File: config.mk
export PLATFORM = sky130hd
export DESIGN_NAME = aa_rounded_corner_pixel
export DESIGN_NICKNAME = d
export VERILOG_FILES = /design/src/hdl/rcp_pkg.sv /design/src/hdl/rcp_sqrt_cell.sv /design/src/hdl/rcp_blend.sv /design/src/hdl/aa_rounded_corner_pixel.sv
export VERILOG_INCLUDE_DIRS = /design/src /design/src/hdl
export SDC_FILE = /design/constraint.sdc
export NUM_CORES = 2
export LEC_CHECK = 0
export ABC_CLOCK_PERIOD_IN_PS = 54900
export BUFFER_PORTS_ARGS = -buffer_cell sky130_fd_sc_hd__buf_2
export CAP_MARGIN = 5
export CORE_MARGIN = 3
export CORE_UTILIZATION = 55
export DETAILED_ROUTE_END_ITERATION = 10
export PLACE_DENSITY = 0.71
export SLEW_MARGIN = 20
export SYNTH_ARGS = -nofsm -noshare
export SYNTH_HDL_FRONTEND = slang
export SYNTH_SLANG_ARGS = --single-unit
File: constraint.sdc
create_clock -name clk_i -period 54.9 [get_ports clk_i]
set_input_delay 8.235 -clock clk_i [delete_from_list [all_inputs] [get_ports clk_i]]
set_output_delay 8.235 -clock clk_i [all_outputs]
set_load 0.005 [all_outputs]
File: src/hdl/aa_rounded_corner_pixel_assert.svh
// assertion macros for the rounded corner pixel unit
// RCP_ASSERT expects clk_i and rst_ni in the scope of use, RCP_ASSERT_ALWAYS only clk_i
`ifndef AA_ROUNDED_CORNER_PIXEL_ASSERT_SVH
`define AA_ROUNDED_CORNER_PIXEL_ASSERT_SVH

`ifndef SYNTHESIS

// checked on every edge once reset is released
`define RCP_ASSERT(lbl, prop) \
  lbl: assert property (@(posedge clk_i) disable iff (!rst_ni) prop) \
    else $error("rcp assertion failed");

// checked on every edge, reset included
`define RCP_ASSERT_ALWAYS(lbl, prop) \
  lbl: assert property (@(posedge clk_i) prop) \
    else $error("rcp assertion failed");

`else

`define RCP_ASSERT(lbl, prop)

`define RCP_ASSERT_ALWAYS(lbl, prop)

`endif

`endif

File: src/hdl/rcp_pkg.sv
`timescale 1ns / 1ps

package rcp_pkg;

  localparam int unsigned OffW    = 7;
  localparam int unsigned CoordW  = 12;
  localparam int unsigned PixW    = 14;
  localparam int unsigned ColorW  = 32;
  localparam int unsigned D2W     = 16;
  localparam int unsigned RootW   = 16;
  localparam int unsigned RemW    = 19;
  localparam int unsigned RadW    = 16;
  localparam int unsigned NumCells = 16;

  // register indexes of the configuration port
  typedef enum logic [2:0] {
    CFG_CENTER_X   = 3'd0,
    CFG_CENTER_Y   = 3'd1,
    CFG_RADIUS     = 3'd2,
    CFG_FILL_COLOR = 3'd3,
    CFG_QUADRANT   = 3'd4
  } rcp_cfg_e;

  typedef enum logic [1:0] {
    QUAD_TOP_LEFT     = 2'd0,
    QUAD_TOP_RIGHT    = 2'd1,
    QUAD_BOTTOM_LEFT  = 2'd2,
    QUAD_BOTTOM_RIGHT = 2'd3
  } rcp_quad_e;

  // where the pixel lies against the anti-aliased ring
  typedef enum logic [1:0] {
    ZONE_EDGE = 2'd0,
    ZONE_IN   = 2'd1,
    ZONE_OUT  = 2'd2
  } rcp_zone_e;

  // running state of the digit-by-digit square root
  typedef struct packed {
    logic [RemW-1:0]  rem;
    logic [RootW-1:0] root;
    logic [RadW-1:0]  rad;
  } rcp_sqrt_t;

  // item data riding along the cell chain
  typedef struct packed {
    logic [PixW-1:0]   px;
    logic [PixW-1:0]   py;
    logic [ColorW-1:0] bg;
    rcp_zone_e         zone;
  } rcp_pass_t;

endpackage

File: src/hdl/rcp_sqrt_cell.sv
`timescale 1ns / 1ps

module rcp_sqrt_cell
  import rcp_pkg::*;
(
  input  logic      clk_i,
  input  logic      rst_ni,
  input  logic      en_i,
  input  logic      valid_i,
  input  rcp_sqrt_t sq_i,
  input  rcp_pass_t pass_i,
  output logic      valid_o,
  output rcp_sqrt_t sq_o,
  output rcp_pass_t pass_o
);

  logic      valid_q;
  rcp_sqrt_t sq_q, sq_d;
  rcp_pass_t pass_q;

  logic [RemW-1:0] rem_sh;
  logic [RemW-1:0] trial;

  // one result bit: bring down two radicand bits, try root*4+1
  always_comb begin
    rem_sh = {sq_i.rem[RemW-3:0], sq_i.rad[RadW-1 -: 2]};
    trial  = {1'b0, sq_i.root, 2'b01};
    sq_d.rad = {sq_i.rad[RadW-3:0], 2'b00};
    if (rem_sh >= trial) begin
      sq_d.rem  = rem_sh - trial;
      sq_d.root = {sq_i.root[RootW-2:0], 1'b1};
    end else begin
      sq_d.rem  = rem_sh;
      sq_d.root = {sq_i.root[RootW-2:0], 1'b0};
    end
  end

  always_ff @(posedge clk_i or negedge rst_ni) begin
    if (!rst_ni) begin
      valid_q <= 1'b0;
    end else if (en_i) begin
      valid_q <= valid_i;
    end
  end

  always_ff @(posedge clk_i) begin
    if (en_i) begin
      sq_q   <= sq_d;
      pass_q <= pass_i;
    end
  end

  assign valid_o = valid_q;
  assign sq_o    = sq_q;
  assign pass_o  = pass_q;

endmodule

File: src/hdl/rcp_blend.sv
`timescale 1ns / 1ps

module rcp_blend
  import rcp_pkg::*;
(
  input  logic               clk_i,
  input  logic               rst_ni,
  input  logic               en_i,
  input  logic               valid_i,
  input  logic [RootW-1:0]   root_i,
  input  rcp_pass_t          pass_i,
  input  logic [OffW-1:0]    radius_i,
  input  logic [ColorW-1:0]  fill_i,
  output logic               valid_o,
  output logic [PixW-1:0]    px_o,
  output logic [PixW-1:0]    py_o,
  output logic [7:0]         alpha_o,
  output logic [ColorW-1:0]  color_o
);

  // (fg*a + bg*(255-a)) / 255, division as add-and-shift (exact below 65535)
  function automatic logic [7:0] mix(input logic [7:0] fg, input logic [7:0] bg,
                                     input logic [7:0] a);
    logic [7:0]  na;
    logic [15:0] num;
    logic [16:0] sum;
    na  = ~a;
    num = fg * a + bg * na;
    sum = {1'b0, num} + {9'd0, num[15:8]} + 17'd1;
    return sum[15:8];
  endfunction

  // alpha stage
  logic              a_valid_q;
  logic [7:0]        alpha_d, alpha_q;
  logic [PixW-1:0]   a_px_q, a_py_q;
  logic [ColorW-1:0] a_bg_q;
  logic signed [16:0] diff;

  always_comb begin
    diff = $signed({2'b00, radius_i, 8'd0}) - $signed({1'b0, root_i});
    case (pass_i.zone)
      ZONE_IN:   alpha_d = 8'hFF;
      ZONE_OUT:  alpha_d = 8'h00;
      ZONE_EDGE: begin
        if (diff < 0)             alpha_d = 8'h00;
        else if (diff > 17'sd255) alpha_d = 8'hFF;
        else                      alpha_d = diff[7:0];
      end
      default:   alpha_d = 8'h00;
    endcase
  end

  // output stage
  logic              o_valid_q;
  logic [ColorW-1:0] color_d, color_q;
  logic [PixW-1:0]   o_px_q, o_py_q;
  logic [7:0]        o_alpha_q;

  always_comb begin
    if (alpha_q == 8'h00) begin
      color_d = '0;
    end else if (alpha_q == 8'hFF) begin
      color_d = fill_i;
    end else begin
      color_d = {8'h00,
                 mix(fill_i[23:16], a_bg_q[23:16], alpha_q),
                 mix(fill_i[15:8],  a_bg_q[15:8],  alpha_q),
                 mix(fill_i[7:0],   a_bg_q[7:0],   alpha_q)};
    end
  end

  always_ff @(posedge clk_i or negedge rst_ni) begin
    if (!rst_ni) begin
      a_valid_q <= 1'b0;
      o_valid_q <= 1'b0;
    end else if (en_i) begin
      a_valid_q <= valid_i;
      o_valid_q <= a_valid_q;
    end
  end

  always_ff @(posedge clk_i) begin
    if (en_i) begin
      alpha_q   <= alpha_d;
      a_px_q    <= pass_i.px;
      a_py_q    <= pass_i.py;
      a_bg_q    <= pass_i.bg;
      color_q   <= color_d;
      o_alpha_q <= alpha_q;
      o_px_q    <= a_px_q;
      o_py_q    <= a_py_q;
    end
  end

  assign valid_o = o_valid_q;
  assign px_o    = o_px_q;
  assign py_o    = o_py_q;
  assign alpha_o = o_alpha_q;
  assign color_o = color_q;

endmodule

File: src/hdl/aa_rounded_corner_pixel.sv
`timescale 1ns / 1ps

// Anti-aliased rounded corner pixel unit. Each item names one pixel of a
// corner square by its column and row offset from the corner centre and
// carries the frame buffer pixel found there; the unit returns the screen
// coordinate, a coverage alpha, a write flag and the color to write. Items
// flow through 19 register stages (input register, sixteen square-root
// cells, alpha register, output register), and a new item is taken every
// clock while the output side keeps up. The
// distance root floor(sqrt(d2 * 65536)) is built one result bit per cell
// down the chain; a stall on the output side holds the whole chain.
// Configuration is taken at any edge with cfg_we_i high and should only be
// written while the unit is empty.

module aa_rounded_corner_pixel
  import rcp_pkg::*;
(
  input  logic        clk_i,
  input  logic        rst_ni,
  // configuration write port
  input  logic        cfg_we_i,
  input  logic [2:0]  cfg_addr_i,
  input  logic [31:0] cfg_wdata_i,
  // input items
  input  logic        s_axis_tvalid_i,
  output logic        s_axis_tready_o,
  input  logic [47:0] s_axis_tdata_i,   // col_offset, row_offset, background, pad
  // result items
  output logic        m_axis_tvalid_o,
  input  logic        m_axis_tready_i,
  output logic [71:0] m_axis_tdata_o,   // pixel_x, pixel_y, coverage, pixel_color, pad
  output logic [0:0]  m_axis_tuser_o    // write_pixel
);

`include "aa_rounded_corner_pixel_assert.svh"

  // configuration registers
  logic [CoordW-1:0] center_x_q, center_y_q;
  logic [OffW-1:0]   radius_q;
  logic [ColorW-1:0] fill_q;
  rcp_quad_e         quad_q;

  always_ff @(posedge clk_i or negedge rst_ni) begin
    if (!rst_ni) begin
      center_x_q <= '0;
      center_y_q <= '0;
      radius_q   <= OffW'(8);
      fill_q     <= '0;
      quad_q     <= QUAD_TOP_LEFT;
    end else if (cfg_we_i) begin
      case (rcp_cfg_e'(cfg_addr_i))
        CFG_CENTER_X:   center_x_q <= cfg_wdata_i[CoordW-1:0];
        CFG_CENTER_Y:   center_y_q <= cfg_wdata_i[CoordW-1:0];
        CFG_RADIUS:     radius_q   <= cfg_wdata_i[OffW-1:0];
        CFG_FILL_COLOR: fill_q     <= cfg_wdata_i;
        CFG_QUADRANT:   quad_q     <= rcp_quad_e'(cfg_wdata_i[1:0]);
        default:        ; // indexes past the list are dropped
      endcase
    end
  end

  // whole chain moves together unless a result is waiting on the output
  logic adv;
  assign adv = !m_axis_tvalid_o || m_axis_tready_i;
  assign s_axis_tready_o = adv;

  // input fields
  logic [OffW-1:0]   dx, dy;
  logic [ColorW-1:0] bg_in;
  assign dx    = s_axis_tdata_i[6:0];
  assign dy    = s_axis_tdata_i[13:7];
  assign bg_in = s_axis_tdata_i[45:14];

  // front stage: screen coordinate and squared distance
  logic              right, bottom;
  logic [PixW-1:0]   px_d, py_d;
  logic [OffW:0]     dx1, dy1;
  logic [2*OffW:0]   dx_sq, dy_sq;
  logic [D2W-1:0]    d2_d;

  always_comb begin
    right  = (quad_q == QUAD_TOP_RIGHT) || (quad_q == QUAD_BOTTOM_RIGHT);
    bottom = (quad_q == QUAD_BOTTOM_LEFT) || (quad_q == QUAD_BOTTOM_RIGHT);
    // left and top pixels sit one step before the centre
    px_d = right ? ({2'b00, center_x_q} + {7'd0, dx})
                 : ({2'b00, center_x_q} - PixW'(1) - {7'd0, dx});
    py_d = bottom ? ({2'b00, center_y_q} + {7'd0, dy})
                  : ({2'b00, center_y_q} - PixW'(1) - {7'd0, dy});
    dx1   = {1'b0, dx} + 8'd1;
    dy1   = {1'b0, dy} + 8'd1;
    dx_sq = dx1 * dx1;
    dy_sq = dy1 * dy1;
    d2_d  = {1'b0, dx_sq} + {1'b0, dy_sq};
  end

  logic              f_valid_q;
  logic [PixW-1:0]   f_px_q, f_py_q;
  logic [ColorW-1:0] f_bg_q;
  logic [D2W-1:0]    f_d2_q;

  always_ff @(posedge clk_i or negedge rst_ni) begin
    if (!rst_ni) begin
      f_valid_q <= 1'b0;
    end else if (adv) begin
      f_valid_q <= s_axis_tvalid_i;
    end
  end

  always_ff @(posedge clk_i) begin
    if (adv) begin
      f_px_q <= px_d;
      f_py_q <= py_d;
      f_bg_q <= bg_in;
      f_d2_q <= d2_d;
    end
  end

  // ring test against radius^2 and (radius-1)^2; radius zero gives an inner square of one
  logic [OffW-1:0]     rm1;
  logic [2*OffW-1:0]   r_sq, rin_sq;
  rcp_zone_e           zone;

  always_comb begin
    rm1    = (radius_q == '0) ? OffW'(1) : radius_q - OffW'(1);
    r_sq   = radius_q * radius_q;
    rin_sq = rm1 * rm1;
    if ({2'b00, rin_sq} > f_d2_q)      zone = ZONE_IN;
    else if (f_d2_q >= {2'b00, r_sq})  zone = ZONE_OUT;
    else                               zone = ZONE_EDGE;
  end

  // square-root cell chain
  logic      c_valid [NumCells+1];
  rcp_sqrt_t c_sq    [NumCells+1];
  rcp_pass_t c_pass  [NumCells+1];

  assign c_valid[0]      = f_valid_q;
  assign c_sq[0].rem     = '0;
  assign c_sq[0].root    = '0;
  assign c_sq[0].rad     = f_d2_q;  // d2 * 65536: low pairs come in as zeros
  assign c_pass[0].px    = f_px_q;
  assign c_pass[0].py    = f_py_q;
  assign c_pass[0].bg    = f_bg_q;
  assign c_pass[0].zone  = zone;

  for (genvar g = 0; g < NumCells; g++) begin : g_cell
    rcp_sqrt_cell u_cell (
      .clk_i   (clk_i),
      .rst_ni  (rst_ni),
      .en_i    (adv),
      .valid_i (c_valid[g]),
      .sq_i    (c_sq[g]),
      .pass_i  (c_pass[g]),
      .valid_o (c_valid[g+1]),
      .sq_o    (c_sq[g+1]),
      .pass_o  (c_pass[g+1])
    );
  end

  // coverage and color
  logic [PixW-1:0]   o_px, o_py;
  logic [7:0]        o_alpha;
  logic [ColorW-1:0] o_color;

  rcp_blend u_blend (
    .clk_i    (clk_i),
    .rst_ni   (rst_ni),
    .en_i     (adv),
    .valid_i  (c_valid[NumCells]),
    .root_i   (c_sq[NumCells].root),
    .pass_i   (c_pass[NumCells]),
    .radius_i (radius_q),
    .fill_i   (fill_q),
    .valid_o  (m_axis_tvalid_o),
    .px_o     (o_px),
    .py_o     (o_py),
    .alpha_o  (o_alpha),
    .color_o  (o_color)
  );

  assign m_axis_tdata_o = {4'd0, o_color, o_alpha, o_py, o_px};
  assign m_axis_tuser_o = (o_alpha != 8'h00);

  // no coverage means nothing to paint
  `RCP_ASSERT(a_none_black, m_axis_tvalid_o && (o_alpha == 8'h00) |-> (o_color == '0))
  // full coverage passes the fill color through whole
  `RCP_ASSERT(a_full_fill, m_axis_tvalid_o && (o_alpha == 8'hFF) |-> (o_color == fill_q))
  // partial coverage clears the alpha byte
  `RCP_ASSERT(a_edge_top, m_axis_tvalid_o && (o_alpha != 8'h00) && (o_alpha != 8'hFF)
              |-> (o_color[31:24] == 8'h00))
  // a held result keeps its coverage
  `RCP_ASSERT(a_hold_alpha, m_axis_tvalid_o && !m_axis_tready_i |=> $stable(o_alpha))
  // the chain never takes an item while the output is blocked
  `RCP_ASSERT_ALWAYS(a_no_take_stall, !(m_axis_tvalid_o && !m_axis_tready_i) || !s_axis_tready_o)

endmodule

Word level (Yosys, flattened, before mapping) --
Index checks and enable logic that the tools add are counted.
Operators by class: bitwise gates (word level) 2, eq/ne operators 9, $lt $le $gt $ge 20, multiplexer cells 24, multiply operators 10, reductions and logical operators 15, add/subtract/negate cells 35
Operators with widths (number):
- $mux 33 | 14
- $ge 19x18->1 | 15
- $sub 17x17->17 | 14
- $mul 8x8->16 | 6
- $add 16x1->16 const B | 3
- $add 16x16->16 | 3
- $add 16x8->16 | 3
- $mul 8x8->15 | 2
- $mul 7x7->14 | 2
- $mux 14 | 2
- $sub 13x8->14 | 2
- $add 12x7->13 | 2
- $sub 12x1->13 const B | 2
- $mux 24 | 1
- $mux 18 | 1
- $gt 17x9->1 const B | 1
- $lt 17x1->1 const B | 1
- $sub 15x16->17 | 1
- $add 15x15->16 | 1
- $add 7x1->8 const B | 2
- $ge 16x14->1 | 1
- $gt 14x16->1 | 1
- $mux 8 | 2
- $pmux 8 s2 | 1
- other kinds (23) | 32
Word-level totals: register bits after elaboration 1697, output and inout port bits 75, bits of input ports 88, logic and storage cells 262

Depth between registers and ports, before layout --
depth after elaboration 6, mapped depth 31, depth with buffers taken out 29

By module --
A second synthesis with hierarchy kept.
Unflattened totals: cells, all modules 8415, area total of the unflattened synthesis 109491.3 µm²
By module, submodules not included:
- rcp_sqrt_cell | instances 16, area each 4715.8 µm², seq. area each 3358.2 µm², cells each 306
- rcp_blend | instances 1, area each 19957.9 µm², seq. area each 3893.7 µm², cells each 2055
- aa_rounded_corner_pixel | instances 1, area each 14081.0 µm², seq. area each 3935.0 µm², cells each 1464

Least setup slack after synthesis --
Ideal clock, no wire load.
kind input port to output port, start point input port m_axis_tready_i, end point output port s_axis_tready_o, slack 9742 ps, buffers on the path 1, data required time 46665 ps, arrival 36923 ps, stages on the path 3, path through nor2b_1 -> buf_1 -> inv_1
On the way: cells in the longest elaborated chain, start to end 1
RTL lines:
- start, declared | RTL line aa_rounded_corner_pixel.sv:30 | input logic m_axis_tready_i,
- $logic_or 1x1->1 | RTL line aa_rounded_corner_pixel.sv:64 | assign adv = !m_axis_tvalid_o || m_axis_tready_i;
- end, declared | RTL line aa_rounded_corner_pixel.sv:26 | output logic s_axis_tready_o,
Every way passes these cells.

Worst setup path in the final report --
Same ends and word-level chain as after synthesis.

==> results.yml <==
global_route:
  grt_pass1_wl_um: 219200
  grt_max_degree: 203
  grt_usage_pct: 18.07
  antenna_found_initial: 7
  grt_pass1_vias: 43296
  grt-ovfl-total: 0
timing:
  fin_crit_sh_pct: 33.08
  tns_ps: 0
  rsz0062_at_grt: "no"
  hold_viol: 0
  finalCriticalPeriod_ps: 18160
  relSlewSlack_pct: 25.94
  fmax_mhz: 55.06
  drv_slew: 0
  setup_violations: 0
  tightest_slew_ps: 1111
  fin_worst_skew_ps: 49.22
worst_setup_path:
  r2r_cells: 27
  worstPathMaxFanout: 135
  arrival_ps: 9930
  critPathKind: "in2out"
  start_kind: "input port"
  critPathCaptureType: "output port"
  critPathRequiredTime_ps: 46670
synth:
  seq_area_frac_synth_pct: 58.47
  syn_area_per_cell_sq_um: 13.54
  synth_seq_cells: 1566
  ys_async_sr_fraction_pct: 5.364
  ys.flop_type: "edfxtp_1"
  synth_edf_count: 1482
  netlist_area_sq_mm: 0.07971
  synth.distinct_cells: 95
  synthCells: 5887
  yosys_warnings: 0
place:
  dp_hpwl_um: 91080
  place.gp.congestion: 0.8682
  dpl_cell_area_sq_mm: 0.08281
  io_buffer_count: 148
final_layout:
  area_growth_syn_to_layout_pct: 10.49
  nNetsFinal: 7132
  drive_gt1_share_pct: 8.972
  fin_util_pct: 61.23
  fin_area_sq_mm: 0.08807
  final_common_cell: "edfxtp_1"
  final_cell_mix: "edfxtp_1 (1482), inv_1 (838), ha_1 (526)"
clocking:
  clk_latency_ps: 790
  cts_tree: "done"
  holdBufCountCts: 0
  clock_path_buffers: 3
  root_buffer: "clkbuf_16"
  ctsResizeCount: 0
  cts_setup_buffers: 0
  clkTransAtPathRegs_ps: 60
  numCtsBuffers: 157
  h-tree-depth: 4
  numClockSinks: 1566
routing:
  wire_per_inst_um: 16.23
  vias_per_cell: 5.220
  drtIter0Drc: 2452
  finalWirelength_um: 132600
  drc: 0
  ant_nets: 0
  vias: 42649
  detail_route.first_pass.iterations: 5
floorplanning:
  initial_utilization_pct: 55.42
  die_w_um: 386.7
  core_area_sq_mm: 0.1438
  dieArea_sq_mm: 0.1495
  dieHeight_um: 386.7
  rows: 139
  ios: 163
run_status:
  status: "completed"
hold_path:
  hold_class: "reg2reg"
  holdPathStages: 0
flow_run:
  drv_cap: 0
Yosys cell counts, types with 6 or more instances:
master,count,area (sq um)
nor4_1,26,162.7
buf_4,6,45.04
mux2_2,103,1160
a21boi_0,22,165.2
o21a_1,39,292.8
o21ai_1,9,45.04
a31oi_1,14,87.58
nand3_1,63,315.3
nor2_1,286,1074
a211o_1,6,52.55
o31ai_1,10,75.07
mux2i_1,6,60.06
nor2b_1,167,1045
buf_1,22,82.58
o21ai_0,195,975.9
inv_1,839,3149
and3_1,16,100.1
or3_1,27,168.9
nor3b_1,13,97.59
xor2_1,103,902.1
a21o_1,56,420.4
nor3_1,72,360.4
nand3b_1,8,60.06
nand4_1,14,87.58
and2_1,137,857.1
clkbuf_1,85,319.1
nor4b_1,7,61.31
nand2b_1,119,744.5
o211ai_1,8,60.06
a21oi_1,211,1056
fa_1,380,7607
or4_1,14,105.1
dfrtp_1,83,2077
a2111oi_0,6,52.55
o21bai_1,36,270.3
or2_2,20,125.1
edfxtp_1,1482,44500
ha_1,526,6581
xnor2_1,236,2067
nand2_1,298,1119
a211oi_1,16,120.1
critical path, cell delays in order:
cell	delay [ps]
buf_2	100
nor2b_2	780
inv_8	500
buf_2	300
layout make-up:
type / count / area (sq um)
Sequential cell: 1566 / 46610
Fill cell: 10847 / 55760
Tap cell: 1903 / 2381
Timing Repair Buffer: 185 / 1062
Antenna cell: 3 / 7.507
Clock buffer: 191 / 4086
Multi-Input combinational cell: 3387 / 29600
Clock inverter: 94 / 1161
Inverter: 841 / 3164
metal layers:
layer / wire length [um] / part of all wire, % / vias to the layer above / GRT usage (%)
met3: 5653 / 4.3 / 207 / 2.907
met1: 58930 / 44 / 20860 / 24.27
met5: 0 / 0 / - / 0
li1: - / - / 20793 / -
met4: 2785 / 2.1 / 0 / 4.955
met2: 65240 / 49 / 789 / 30.76
logic make-up after synthesis:
group / Yosys count / synth area share (%)
DFF: 1566 / 58.47
AOI/OAI and AO/OA: 691 / 5.390
and+or+nand+nor: 1312 / 8.429
xor gates and xnor gates: 343 / 3.814
buffers and inverters: 956 / 4.533
other: 2 / 0.009421
muxes: 109 / 1.530
adders and majority gates: 908 / 17.83
through the flow:
step                      setup WS (ps)  hold slack (ps)  cells
final                             36740            386.8   8170
after global routing              36510            376.7   8168
after CTS                         36670            376.5   8167
after detailed placement          36670            404.5   7882
after global placement            36700            400.2   7882
after floorplan                    9742            400.3   5909
registers in the layout, indices dropped and copies added (netlist names), 14 cells and up:
| signal | flops |
|---|---|
| g_cell.u_cell.pass_o | 864 |
| g_cell.u_cell.sq_o | 422 |
| fill_q | 32 |
| u_blend.color_o | 32 |
| f_bg_q | 24 |
| u_blend.a_bg_q | 24 |
| f_d2_q | 16 |
| g_cell.u_cell.valid_o | 16 |
| f_px_q | 14 |
| f_py_q | 14 |
| u_blend.a_px_q | 14 |
| u_blend.a_py_q | 14 |
| u_blend.px_o | 14 |
| u_blend.py_o | 14 |
worst paths after layout:
path,from,endpoint,slack [ps]
min reg2reg,g_cell[0].u_cell.sq_o[7],g_cell[1].u_cell.sq_o[9],390
max,m_axis_tready_i,s_axis_tready_o,36740
min,g_cell[0].u_cell.sq_o[7],g_cell[1].u_cell.sq_o[9],390
max reg2reg,u_blend.alpha_q[4],u_blend.color_o[10],46680
min in group asynchronous,rst_ni,fill_q[26],7510
max in group asynchronous,rst_ni,radius_q[5],46210
Power is not shown: default switching activity piles up to over one toggle a cycle in this logic, so the estimate is an artifact.
